==> src/rtl/crtc_pkg.sv <==
`default_nettype none

package crtc_pkg;

    localparam logic OP_INDEX_WRITE = 1'b0;
    localparam logic OP_DATA_READ   = 1'b1;

    localparam logic [6:0] REG_SECOND   = 7'h00;
    localparam logic [6:0] REG_MINUTE   = 7'h02;
    localparam logic [6:0] REG_HOUR     = 7'h04;
    localparam logic [6:0] REG_DAY      = 7'h07;
    localparam logic [6:0] REG_MONTH    = 7'h08;
    localparam logic [6:0] REG_YEAR     = 7'h09;
    localparam logic [6:0] REG_CENTURY  = 7'h32;
    localparam logic [6:0] REG_STATUS_A = 7'h0A;
    localparam logic [6:0] REG_STATUS_B = 7'h0B;

    localparam logic [7:0] STATUS_A_VALUE = 8'h26;
    localparam logic [7:0] STATUS_B_VALUE = 8'h06;

    localparam logic [16:0] SECS_PER_DAY  = 17'd86400;
    localparam logic [5:0]  SECS_PER_MIN  = 6'd60;
    localparam logic [5:0]  MINS_PER_HOUR = 6'd60;

    // ceil(2^35 / 675): exact quotient of (t >> 7) / 675 for every 32-bit t
    localparam logic [25:0] RECIP_DAY = 26'd50903317;
    // ceil(2^23 / 60): exact quotient of x / 60 for every x below 86400
    localparam logic [17:0] RECIP_MIN = 18'd139811;

    localparam logic [6:0] EPOCH_YY      = 7'd70;
    localparam logic [4:0] EPOCH_CENTURY = 5'd19;
    localparam logic [6:0] LAST_YY       = 7'd99;

    localparam logic [8:0] DAYS_LEAP_YEAR   = 9'd366;
    localparam logic [8:0] DAYS_COMMON_YEAR = 9'd365;

    typedef struct packed {
        logic accept;
        logic div_day;
        logic load_min;
        logic div_min;
        logic load_hour;
        logic div_hour;
        logic load_hms;
        logic year_step;
        logic month_step;
        logic out_load;
    } cmd_t;

    typedef struct packed {
        logic year_done;
        logic month_done;
    } status_t;

    function automatic logic [4:0] month_days(input logic [3:0] mon, input logic leap);
        logic [4:0] len;
        case (mon)
            4'd0:    len = 5'd31;
            4'd1:    len = leap ? 5'd29 : 5'd28;
            4'd2:    len = 5'd31;
            4'd3:    len = 5'd30;
            4'd4:    len = 5'd31;
            4'd5:    len = 5'd30;
            4'd6:    len = 5'd31;
            4'd7:    len = 5'd31;
            4'd8:    len = 5'd30;
            4'd9:    len = 5'd31;
            4'd10:   len = 5'd30;
            4'd11:   len = 5'd31;
            default: len = 5'd31;
        endcase
        return len;
    endfunction

endpackage

`default_nettype wire

==> src/rtl/cmos_rtc_view_from_epoch_top.sv <==
// CMOS real-time-clock register view over a seconds-since-1970 counter.
// Input channel (s_): s_op selects an index-port write (s_index_value,
// low 7 bits kept) or a data-port read converted from s_epoch_seconds.
// Result channel (m_): one m_read_data byte per input transfer; 0 for an
// index write, otherwise the register picked by the stored index.
// One item is in work at a time. An index write goes straight to the
// finishing state. A data read runs the day, minute and hour splits in
// six steps (three reciprocal multiplies, each followed by a
// subtraction), then the one-year-per-cycle and one-month-per-cycle
// calendar walks, then the finishing state. The next input is taken
// once the finishing state has loaded the result.
// The result sits in an output register; a new item is taken while it
// waits. If the receiver stalls, the next result holds in the finishing
// state until the register frees, and no further item is taken.
// Reset (aresetn low, synchronous) clears the index to 0, empties the
// output register and returns the controller to idle.
`default_nettype none

module cmos_rtc_view_from_epoch_top (
    input  wire logic        aclk,
    input  wire logic        aresetn,
    input  wire logic        s_valid,
    output logic             s_ready,
    input  wire logic        s_op,
    input  wire logic [7:0]  s_index_value,
    input  wire logic [31:0] s_epoch_seconds,
    output logic             m_valid,
    input  wire logic        m_ready,
    output logic [7:0]       m_read_data
);

    crtc_pkg::cmd_t    cmd;
    crtc_pkg::status_t status;

    crtc_ctrl u_ctrl (
        .aclk    (aclk),
        .aresetn (aresetn),
        .s_valid (s_valid),
        .s_op    (s_op),
        .s_ready (s_ready),
        .m_valid (m_valid),
        .m_ready (m_ready),
        .status  (status),
        .cmd     (cmd)
    );

    crtc_dp u_dp (
        .aclk            (aclk),
        .aresetn         (aresetn),
        .cmd             (cmd),
        .s_op            (s_op),
        .s_index_value   (s_index_value),
        .s_epoch_seconds (s_epoch_seconds),
        .status          (status),
        .m_read_data     (m_read_data)
    );

endmodule

`default_nettype wire

==> src/rtl/crtc_dp.sv <==
`default_nettype none

module crtc_dp (
    input  wire logic               aclk,
    input  wire logic               aresetn,
    input  wire crtc_pkg::cmd_t     cmd,
    input  wire logic               s_op,
    input  wire logic [7:0]         s_index_value,
    input  wire logic [31:0]        s_epoch_seconds,
    output crtc_pkg::status_t       status,
    output logic [7:0]              m_read_data
);

    logic [6:0]  index_reg;
    logic        op_reg;
    logic [31:0] q_reg;
    logic [16:0] rem_reg;
    logic [10:0] mtot_reg;
    logic [15:0] day_reg;
    logic [5:0]  sec_reg;
    logic [5:0]  min_reg;
    logic [4:0]  hour_reg;
    logic [6:0]  yy_reg;
    logic [4:0]  cent_reg;
    logic [3:0]  mon_reg;
    logic [7:0]  data_reg;

    logic [50:0] day_prod;
    logic [32:0] day_secs;
    logic [31:0] sod;
    logic [34:0] min_prod;
    logic [16:0] min_secs;
    logic [16:0] sec_diff;
    logic [28:0] hour_prod;
    logic [10:0] hour_mins;
    logic [10:0] min_diff;

    logic        leap;
    logic [8:0]  year_len;
    logic [4:0]  mon_len;
    logic [7:0]  data_next;

    // split days by reciprocal multiply, then peel off seconds and minutes
    assign day_prod  = {26'd0, q_reg[31:7]} * {25'd0, crtc_pkg::RECIP_DAY};
    assign day_secs  = {17'd0, day_reg} * {16'd0, crtc_pkg::SECS_PER_DAY};
    assign sod       = q_reg - day_secs[31:0];
    assign min_prod  = {18'd0, rem_reg} * {17'd0, crtc_pkg::RECIP_MIN};
    assign min_secs  = {6'd0, mtot_reg} * {11'd0, crtc_pkg::SECS_PER_MIN};
    assign sec_diff  = rem_reg - min_secs;
    assign hour_prod = {18'd0, mtot_reg} * {11'd0, crtc_pkg::RECIP_MIN};
    assign hour_mins = {6'd0, hour_reg} * {5'd0, crtc_pkg::MINS_PER_HOUR};
    assign min_diff  = mtot_reg - hour_mins;

    assign leap = (yy_reg[1:0] == 2'd0) && ((yy_reg != 7'd0) || (cent_reg[1:0] == 2'd0));
    assign year_len = leap ? crtc_pkg::DAYS_LEAP_YEAR : crtc_pkg::DAYS_COMMON_YEAR;
    assign mon_len  = crtc_pkg::month_days(mon_reg, leap);

    assign status = '{year_done:  (day_reg < {7'd0, year_len}),
                      month_done: (day_reg < {11'd0, mon_len})};

    always_comb begin
        data_next = 8'd0;
        if (op_reg == crtc_pkg::OP_DATA_READ) begin
            unique case (index_reg)
                crtc_pkg::REG_SECOND:   data_next = {2'd0, sec_reg};
                crtc_pkg::REG_MINUTE:   data_next = {2'd0, min_reg};
                crtc_pkg::REG_HOUR:     data_next = {3'd0, hour_reg};
                crtc_pkg::REG_DAY:      data_next = {3'd0, day_reg[4:0]} + 8'd1;
                crtc_pkg::REG_MONTH:    data_next = {4'd0, mon_reg} + 8'd1;
                crtc_pkg::REG_YEAR:     data_next = {1'b0, yy_reg};
                crtc_pkg::REG_CENTURY:  data_next = {3'd0, cent_reg};
                crtc_pkg::REG_STATUS_A: data_next = crtc_pkg::STATUS_A_VALUE;
                crtc_pkg::REG_STATUS_B: data_next = crtc_pkg::STATUS_B_VALUE;
                default:                data_next = 8'd0;
            endcase
        end
    end

    always_ff @(posedge aclk) begin
        if (!aresetn) begin
            index_reg <= 7'd0;
        end else if (cmd.accept && (s_op == crtc_pkg::OP_INDEX_WRITE)) begin
            index_reg <= s_index_value[6:0];
        end
    end

    always_ff @(posedge aclk) begin
        if (cmd.accept) begin
            op_reg <= s_op;
            q_reg  <= s_epoch_seconds;
        end
        if (cmd.div_day) begin
            day_reg <= day_prod[50:35];
        end
        if (cmd.load_min) begin
            rem_reg  <= sod[16:0];
            yy_reg   <= crtc_pkg::EPOCH_YY;
            cent_reg <= crtc_pkg::EPOCH_CENTURY;
        end
        if (cmd.div_min) begin
            mtot_reg <= min_prod[33:23];
        end
        if (cmd.load_hour) begin
            sec_reg <= sec_diff[5:0];
        end
        if (cmd.div_hour) begin
            hour_reg <= hour_prod[27:23];
        end
        if (cmd.load_hms) begin
            min_reg <= min_diff[5:0];
            mon_reg <= 4'd0;
        end
        if (cmd.year_step && !status.year_done) begin
            day_reg <= day_reg - {7'd0, year_len};
            if (yy_reg == crtc_pkg::LAST_YY) begin
                yy_reg   <= 7'd0;
                cent_reg <= cent_reg + 5'd1;
            end else begin
                yy_reg <= yy_reg + 7'd1;
            end
        end
        if (cmd.month_step && !status.month_done) begin
            day_reg <= day_reg - {11'd0, mon_len};
            mon_reg <= mon_reg + 4'd1;
        end
        if (cmd.out_load) begin
            data_reg <= data_next;
        end
    end

    assign m_read_data = data_reg;

endmodule

`default_nettype wire

==> src/rtl/crtc_ctrl.sv <==
`default_nettype none

module crtc_ctrl (
    input  wire logic               aclk,
    input  wire logic               aresetn,
    input  wire logic               s_valid,
    input  wire logic               s_op,
    output logic                    s_ready,
    output logic                    m_valid,
    input  wire logic               m_ready,
    input  wire crtc_pkg::status_t  status,
    output crtc_pkg::cmd_t          cmd
);

    localparam logic [3:0] ST_IDLE      = 4'd0;
    localparam logic [3:0] ST_DIV_DAY   = 4'd1;
    localparam logic [3:0] ST_LOAD_MIN  = 4'd2;
    localparam logic [3:0] ST_DIV_MIN   = 4'd3;
    localparam logic [3:0] ST_LOAD_HOUR = 4'd4;
    localparam logic [3:0] ST_DIV_HOUR  = 4'd5;
    localparam logic [3:0] ST_LOAD_HMS  = 4'd6;
    localparam logic [3:0] ST_YEAR      = 4'd7;
    localparam logic [3:0] ST_MONTH     = 4'd8;
    localparam logic [3:0] ST_DONE      = 4'd9;

    logic [3:0] state_reg;
    logic [3:0] state_next;
    logic       m_valid_reg;
    logic       m_valid_next;
    logic       out_free;

    assign out_free = !m_valid_reg || m_ready;
    assign s_ready  = (state_reg == ST_IDLE);
    assign m_valid  = m_valid_reg;

    always_comb begin
        state_next = state_reg;
        cmd        = '0;
        unique case (state_reg)
            ST_IDLE: begin
                if (s_valid) begin
                    cmd.accept = 1'b1;
                    if (s_op == crtc_pkg::OP_DATA_READ) begin
                        state_next = ST_DIV_DAY;
                    end else begin
                        state_next = ST_DONE;
                    end
                end
            end
            ST_DIV_DAY: begin
                cmd.div_day = 1'b1;
                state_next  = ST_LOAD_MIN;
            end
            ST_LOAD_MIN: begin
                cmd.load_min = 1'b1;
                state_next   = ST_DIV_MIN;
            end
            ST_DIV_MIN: begin
                cmd.div_min = 1'b1;
                state_next  = ST_LOAD_HOUR;
            end
            ST_LOAD_HOUR: begin
                cmd.load_hour = 1'b1;
                state_next    = ST_DIV_HOUR;
            end
            ST_DIV_HOUR: begin
                cmd.div_hour = 1'b1;
                state_next   = ST_LOAD_HMS;
            end
            ST_LOAD_HMS: begin
                cmd.load_hms = 1'b1;
                state_next   = ST_YEAR;
            end
            ST_YEAR: begin
                cmd.year_step = 1'b1;
                if (status.year_done) begin
                    state_next = ST_MONTH;
                end
            end
            ST_MONTH: begin
                cmd.month_step = 1'b1;
                if (status.month_done) begin
                    state_next = ST_DONE;
                end
            end
            ST_DONE: begin
                if (out_free) begin
                    cmd.out_load = 1'b1;
                    state_next   = ST_IDLE;
                end
            end
            default: begin
                state_next = ST_IDLE;
            end
        endcase
    end

    always_comb begin
        m_valid_next = m_valid_reg;
        if (cmd.out_load) begin
            m_valid_next = 1'b1;
        end else if (m_ready) begin
            m_valid_next = 1'b0;
        end
    end

    always_ff @(posedge aclk) begin
        if (!aresetn) begin
            state_reg   <= ST_IDLE;
            m_valid_reg <= 1'b0;
        end else begin
            state_reg   <= state_next;
            m_valid_reg <= m_valid_next;
        end
    end

`ifndef NO_ASSERTIONS
    a_write_goes_done: assert property (@(posedge aclk) disable iff (!aresetn)
        (state_reg == ST_IDLE && s_valid && s_op == crtc_pkg::OP_INDEX_WRITE)
        |=> (state_reg == ST_DONE))
        else $error("index write did not go straight to result");

    a_out_slot_free: assert property (@(posedge aclk) disable iff (!aresetn)
        cmd.out_load |-> (!m_valid_reg || m_ready))
        else $error("result overwritten while pending");

    a_month_hold: assert property (@(posedge aclk) disable iff (!aresetn)
        (state_reg == ST_MONTH && !status.month_done) |=> (state_reg == ST_MONTH))
        else $error("month walk left early");

    a_read_starts_split: assert property (@(posedge aclk) disable iff (!aresetn)
        (state_reg == ST_IDLE && s_valid && s_op == crtc_pkg::OP_DATA_READ)
        |=> (state_reg == ST_DIV_DAY))
        else $error("data read did not start the day split");
`endif

endmodule

`default_nettype wire

==> config.mk <==
export PLATFORM = sky130hd
export DESIGN_NAME = cmos_rtc_view_from_epoch_top
export DESIGN_NICKNAME = d
export VERILOG_FILES = /design/src/rtl/crtc_pkg.sv /design/src/rtl/cmos_rtc_view_from_epoch_top.sv /design/src/rtl/crtc_dp.sv /design/src/rtl/crtc_ctrl.sv
export SDC_FILE = /design/constraint.sdc
export NUM_CORES = 1
export LEC_CHECK = 0
export BUFFER_PORTS_ARGS = -buffer_cell sky130_fd_sc_hd__buf_2
export CORE_MARGIN = 1
export CORE_UTILIZATION = 56
export DETAILED_ROUTE_END_ITERATION = 6
export PLACE_DENSITY = 0.77
export SLEW_MARGIN = 20
export SYNTH_ARGS = -nofsm -noshare
export SYNTH_HDL_FRONTEND = slang
export SYNTH_SLANG_ARGS = --single-unit
==> constraint.sdc <==
create_clock -name aclk -period 9.55 [get_ports aclk]
set_clock_uncertainty 0.1 [all_clocks]
set_input_delay 0.955 -clock aclk [delete_from_list [all_inputs] [get_ports aclk]]
set_output_delay 0.955 -clock aclk [all_outputs]
set_load 0.02 [all_outputs]
# Word level (Yosys, flattened, before mapping)
# Cells that the tools add are included.
[op_classes]
n_eq_ne = 27
muxes = 35
shifts = 0
bitwise = 1
n_mul = 6
div = 0
n_reduce_logical = 20
order_cmp = 2
add_sub_neg = 10
[op_table]
columns = ["operator", "count"]
rows = [
  ["8-bit case mux with 9 select lines", 1],
  ["25-bit by 26-bit multiplier with 51-bit output (second input constant)", 1],
  ["16-bit two-way mux", 3],
  ["4-bit case mux with 10 select lines", 1],
  ["17-bit by 18-bit multiplier with 34-bit output (second input constant)", 1],
  ["7-bit by 4-bit == test with 1-bit output (second input constant)", 4],
  ["11-bit by 18-bit multiplier with 28-bit output (second input constant)", 1],
  ["4-bit two-way mux", 7],
  ["7-bit two-way mux", 3],
  ["4-bit by 3-bit == test with 1-bit output (second input constant)", 5],
  ["17-bit subtractor", 1],
  ["4-bit == test (second input constant)", 4],
  ["16-bit by 5-bit less-than comparator with 1-bit output", 1],
  ["16-bit by 9-bit less-than comparator with 1-bit output", 1],
  ["16-bit by 10-bit multiplier with 10-bit output (second input constant)", 1],
  ["16-bit by 5-bit subtractor with 16-bit output", 1],
  ["16-bit by 9-bit subtractor with 16-bit output", 1],
  ["1-bit two-way mux", 15],
  ["5-bit two-way mux", 3],
  ["7-bit by 3-bit == test with 1-bit output (second input constant)", 2],
  ["4-bit by 2-bit == test with 1-bit output (second input constant)", 3],
  ["6-bit subtractor", 2],
  ["11-bit by 4-bit multiplier with 4-bit output (second input constant)", 1],
  ["5-bit case mux with 2 select lines", 1],
  ["other kinds (25)", 37],
]
[totals]
reg_bits = 130
wordCells = 116
input_bits = 45
n_memories = 0
rom_bits = 0
latchBits = 0
out_inout_bits = 10
ramBits = 0

# Logic depth before layout (Yosys ltp)
[depth]
depth_word = 9
ltp_mapped = 26
depth_no_buf = 26

# Hierarchy
# From an unflattened synthesis, not the netlist that was laid out.
[hier_totals]
hier_cells = 2128
hier_area_um2 = 21430.6
[modules_own_cells]
columns = ["mod", "cells_each", "n_inst", "area_per_inst_um2", "seq_area_each_um2"]
rows = [
  ["crtc_dp", 2076, 1, 21041.4, 3603.5],
  ["crtc_ctrl", 52, 1, 389.1, 100.1],
]

# Worst setup path after synthesis
# Ideal clock, no wire load.
[synth_path]
path_kind = "register to register"
startpoint = "reg u_dp.q_reg[20]"
endpoint = "reg u_dp.day_reg[15], data pin"
period_less_slack_ns = 6.639
path_stages_with_launch = 23
path_buffers = 0
required_ns = 9.185
path_slack_ns = 2.911
arrival_time_ns = 6.273
setup_time_ns = 0.265
path_cell_list = "edfxtp_1 fa_1 inv_1 fa_1 inv_1 ha_1 fa_1 fa_1 fa_1 inv_1 fa_1 inv_1 ha_1 nand2_1 nor4_2 nand2_1 a211oi_2 nor4b_4 o31ai_4 a31oi_4 o21ai_2 nor4_1 or3_1"
[synth_between]
elab_chain_cells = 4
[synth_lines]
columns = ["item", "line_no", "text"]
rows = [
  ["from (decl)", "crtc_dp.sv:16", "logic [31:0] q_reg;"],
  ["from (signal assigned)", "crtc_dp.sv:90", "q_reg <= s_epoch_seconds;"],
  ["25-bit by 26-bit multiplier with 51-bit output", "crtc_dp.sv:44", "assign day_prod = {26'd0, q_reg[31:7]} * {25'd0, crtc_pkg::RECIP_DAY};"],
  ["16-bit two-way mux", "crtc_dp.sv:92", "if (cmd.div_day) begin"],
  ["16-bit two-way mux", "crtc_dp.sv:113", "if (cmd.year_step && !status.year_done) begin"],
  ["16-bit two-way mux", "crtc_dp.sv:122", "if (cmd.month_step && !status.month_done) begin"],
  ["to (signal assigned)", "crtc_dp.sv:93", "day_reg <= day_prod[50:35];"],
  ["to (signal assigned)", "crtc_dp.sv:114", "day_reg <= day_reg - {7'd0, year_len};"],
  ["to (signal assigned)", "crtc_dp.sv:123", "day_reg <= day_reg - {11'd0, mon_len};"],
  ["to (decl)", "crtc_dp.sv:19", "logic [15:0] day_reg;"],
]
# No other way between the ends. The select of a mux whose other input is x is not followed.
# A chain may end at the register's enable or synchronous reset.

# Worst setup path in the final report
[layout_path]
startpoint = "reg u_dp.q_reg[12]"
endpoint = "reg u_dp.day_reg[15], data pin"
# Same word-level chain as after synthesis.

==> impl_results.md <==
- Mapped Area: 21,100 sq um
- Worst-path maximum fanout: 12
- Minimum clock period: 7640 ps
- Gpl congestion: 0.919
- Synth unique cells: 75
- Endpoints failing hold: 0
- IO buf count: 52
- Synth Net Count: 2,857
- Critical Path Most Common Cell: inv_1
- # hold bufs at CTS: 0
- Antenna diodes: 0
- Routed Antenna Nets: 0
- Crit start category: flop
- Post-synth EDFFs: 112
- DR vias/cell: 5.52
- Required @ worst endpoint: 9650 ps
- Number of nets in the layout: 2,904
- Setup crit end kind: flop
- Flops & latches, synth: 129
- Crit path buf inv count: 6
- Grt ovf: 0
- Post-CTS Setup Repair Bufs: 0
- Die H: 196 microns
- Slowest stage cell, crit path: edfxtp_1
- Vias in the first global route: 15,300
- Setup_tns: 0 ps
- Clock latency on the worst-skew pair: 460 ps
- Final setup vio count: 0
- Unrepaired setup endpoints after global routing: no
- First-pass GRT wire length: 75,600 microns
- Outcome: complete, no violations
- Slew Viols, Final: 0
- Final HPWL DP: 37,800 microns
- Routed WL: 45,700 microns
- Most used flip-flop cell after synthesis: edfxtp_1
- Ratio of cells with drive above 1 in the final layout: 0.0558
- Synth warnings: 0
- Fin crit share: 0.801
- CP delay by family, top: adder cells
- Post_cts resized: 0
- Crit path kind: reg2reg
- CTS Buf Count: 17
- Min-Delay Path Class: reg2reg
- Worst slew pin tran: 1120 ps
- TritonCTS clock tree: done
- Initial core utilization: 0.572
- Slowest stage delay, CP: 950 ps
- Max reg flops: 32
- Post-Synthesis Cells: 2,053
- Antenna violations before repair: 0
- Synth Area per Inst: 10.3 sq um
- Iteration-0 DRC Markers: 840
- H-tree depth: 4
- Drt wl/cell: 17.7 microns
- Remaining DRCs: 0
- Rows: 70
- Syn-to-layout area delta: 6.53%
- Chip Width: 196 microns
- IO Count: 55
- Crit path cell chain: inv_1 > ha_1 > inv_1 > fa_1 > ha_1 > inv_1 > fa_1 > inv_1 > fa_1 > fa_1 > inv_1 > fa_1 > inv_1 > ha_1 > o211ai_1 > a21oi_1 > nand2_1 > a211oi_2 > nor4b_4 > o31ai_4 > a31oi_4 > o21ai_2 > nor4_1 > or3_1
- Largest net degree at the start of global routing: 35
- Max-cap violations: 0
- Core area: 36,800 sq um
- CTS Root Cell: clkbuf_16
- Worst Path Arrival: 7740 ps
- Post-synth ARST share: 0
- Pre-antenna DRT Iters: 6
- Sequential share of the synthesized area: 0.176
- Max Clock Freq: 131 MHz
- Die area: 38,400 sq um
- Slew margin rel.: 0.252
- Via count: 14,200
- Clock Tree Buf Depth: 2
- Clock Sinks: 129
- Overall routing resource usage: 0.253
- Clk slew on worst S/H paths: 70 ps
## per-layer routing
| metal | vias up | global-route usage | routed length [microns] |
|---|---|---|---|
| met5 | - | 0 | 0 |
| met1 | 6973 | 0.310 | 19200 |
| met3 | 67 | 0.0385 | 2050 |
| met2 | 318 | 0.458 | 23400 |
| li1 | 6883 | - | - |
| met4 | 0 | 0.0738 | 1030 |
## worst paths after layout
check | start | to | slack (ps) | cells after the start
min reg2reg | u_dp.q_reg[6] | u_dp.rem_reg[6] | 320 | 0
max reg2reg | u_dp.q_reg[12] | u_dp.day_reg[15] | 1910 | 24
max | u_dp.q_reg[12] | u_dp.day_reg[15] | 1910 | 24
min | u_dp.q_reg[6] | u_dp.rem_reg[6] | 320 | 0
## stage by stage
step	cells	hold WS, ps	utilization	area (sq um)	worst slack [ps]
after detailed placement	2549	305	0.593	21800	1960
after global routing	2581	326	0.610	22400	1620
after CTS	2581	324	0.610	22400	1940
after global placement	2549	308	0.593	21800	2050
after floorplan	2053	300	-	21100	2910
final	2581	322	0.610	22400	1910
## layout by cell type (no fill, tap or decap), drive strengths merged, types with 10 or more instances in the layout
master / n
nand3: 30
inv: 526
edfxtp: 112
nand2b: 11
ha: 518
xnor2: 50
a21o: 44
nor2: 60
nor3: 21
nand2: 59
a21oi: 72
nor2b: 19
fa: 241
dfxtp: 17
o21ai: 51
and3: 10
nand4: 10
buf: 58
a31oi: 12
xor2: 30
clkbuf: 18
mux2i: 11
## final cells by class
class                           instances  area [sq um]
Clock buffer                           18           450
Clock inverter                         14           156
Fill cell                            2979         14400
Inverter                              515          1930
Multi-Input combinational cell       1379         15300
Sequential cell                       129          3700
Tap cell                              468           586
Timing Repair Buffer                   58           305
## cells in the mapped netlist, types with 17 or more instances
cell type  count  area share
o21ai_0       49       0.012
nand3_1       30      0.0071
nor2b_1       19      0.0056
xnor2_1       50       0.021
dfxtp_1       17       0.016
clkbuf_1      20      0.0036
ha_1         518        0.31
xor2_1        30       0.012
a21o_1        42       0.015
nor3_1        21      0.0050
edfxtp_1     112        0.16
nor2_1        60       0.011
nand2_1       59       0.011
a21oi_1       72       0.017
inv_1        515       0.092
fa_1         241        0.23
## cells by family (layout without fill, tap and decap cells)
group | after synthesis | in the layout | synth area share
compound gates | 273 | 273 | 0.0886
xor+xnor | 80 | 80 | 0.0333
fa+ha+maj | 759 | 759 | 0.537
buf+inv | 545 | 605 | 0.0985
flops | 129 | 129 | 0.176
mux | 11 | 11 | 0.00523
other cells | 1 | 1 | 0.000178
simple gates | 255 | 255 | 0.0613
Power is not shown: default switching activity piles up to over one toggle a cycle in this logic, so the estimate is an artifact.
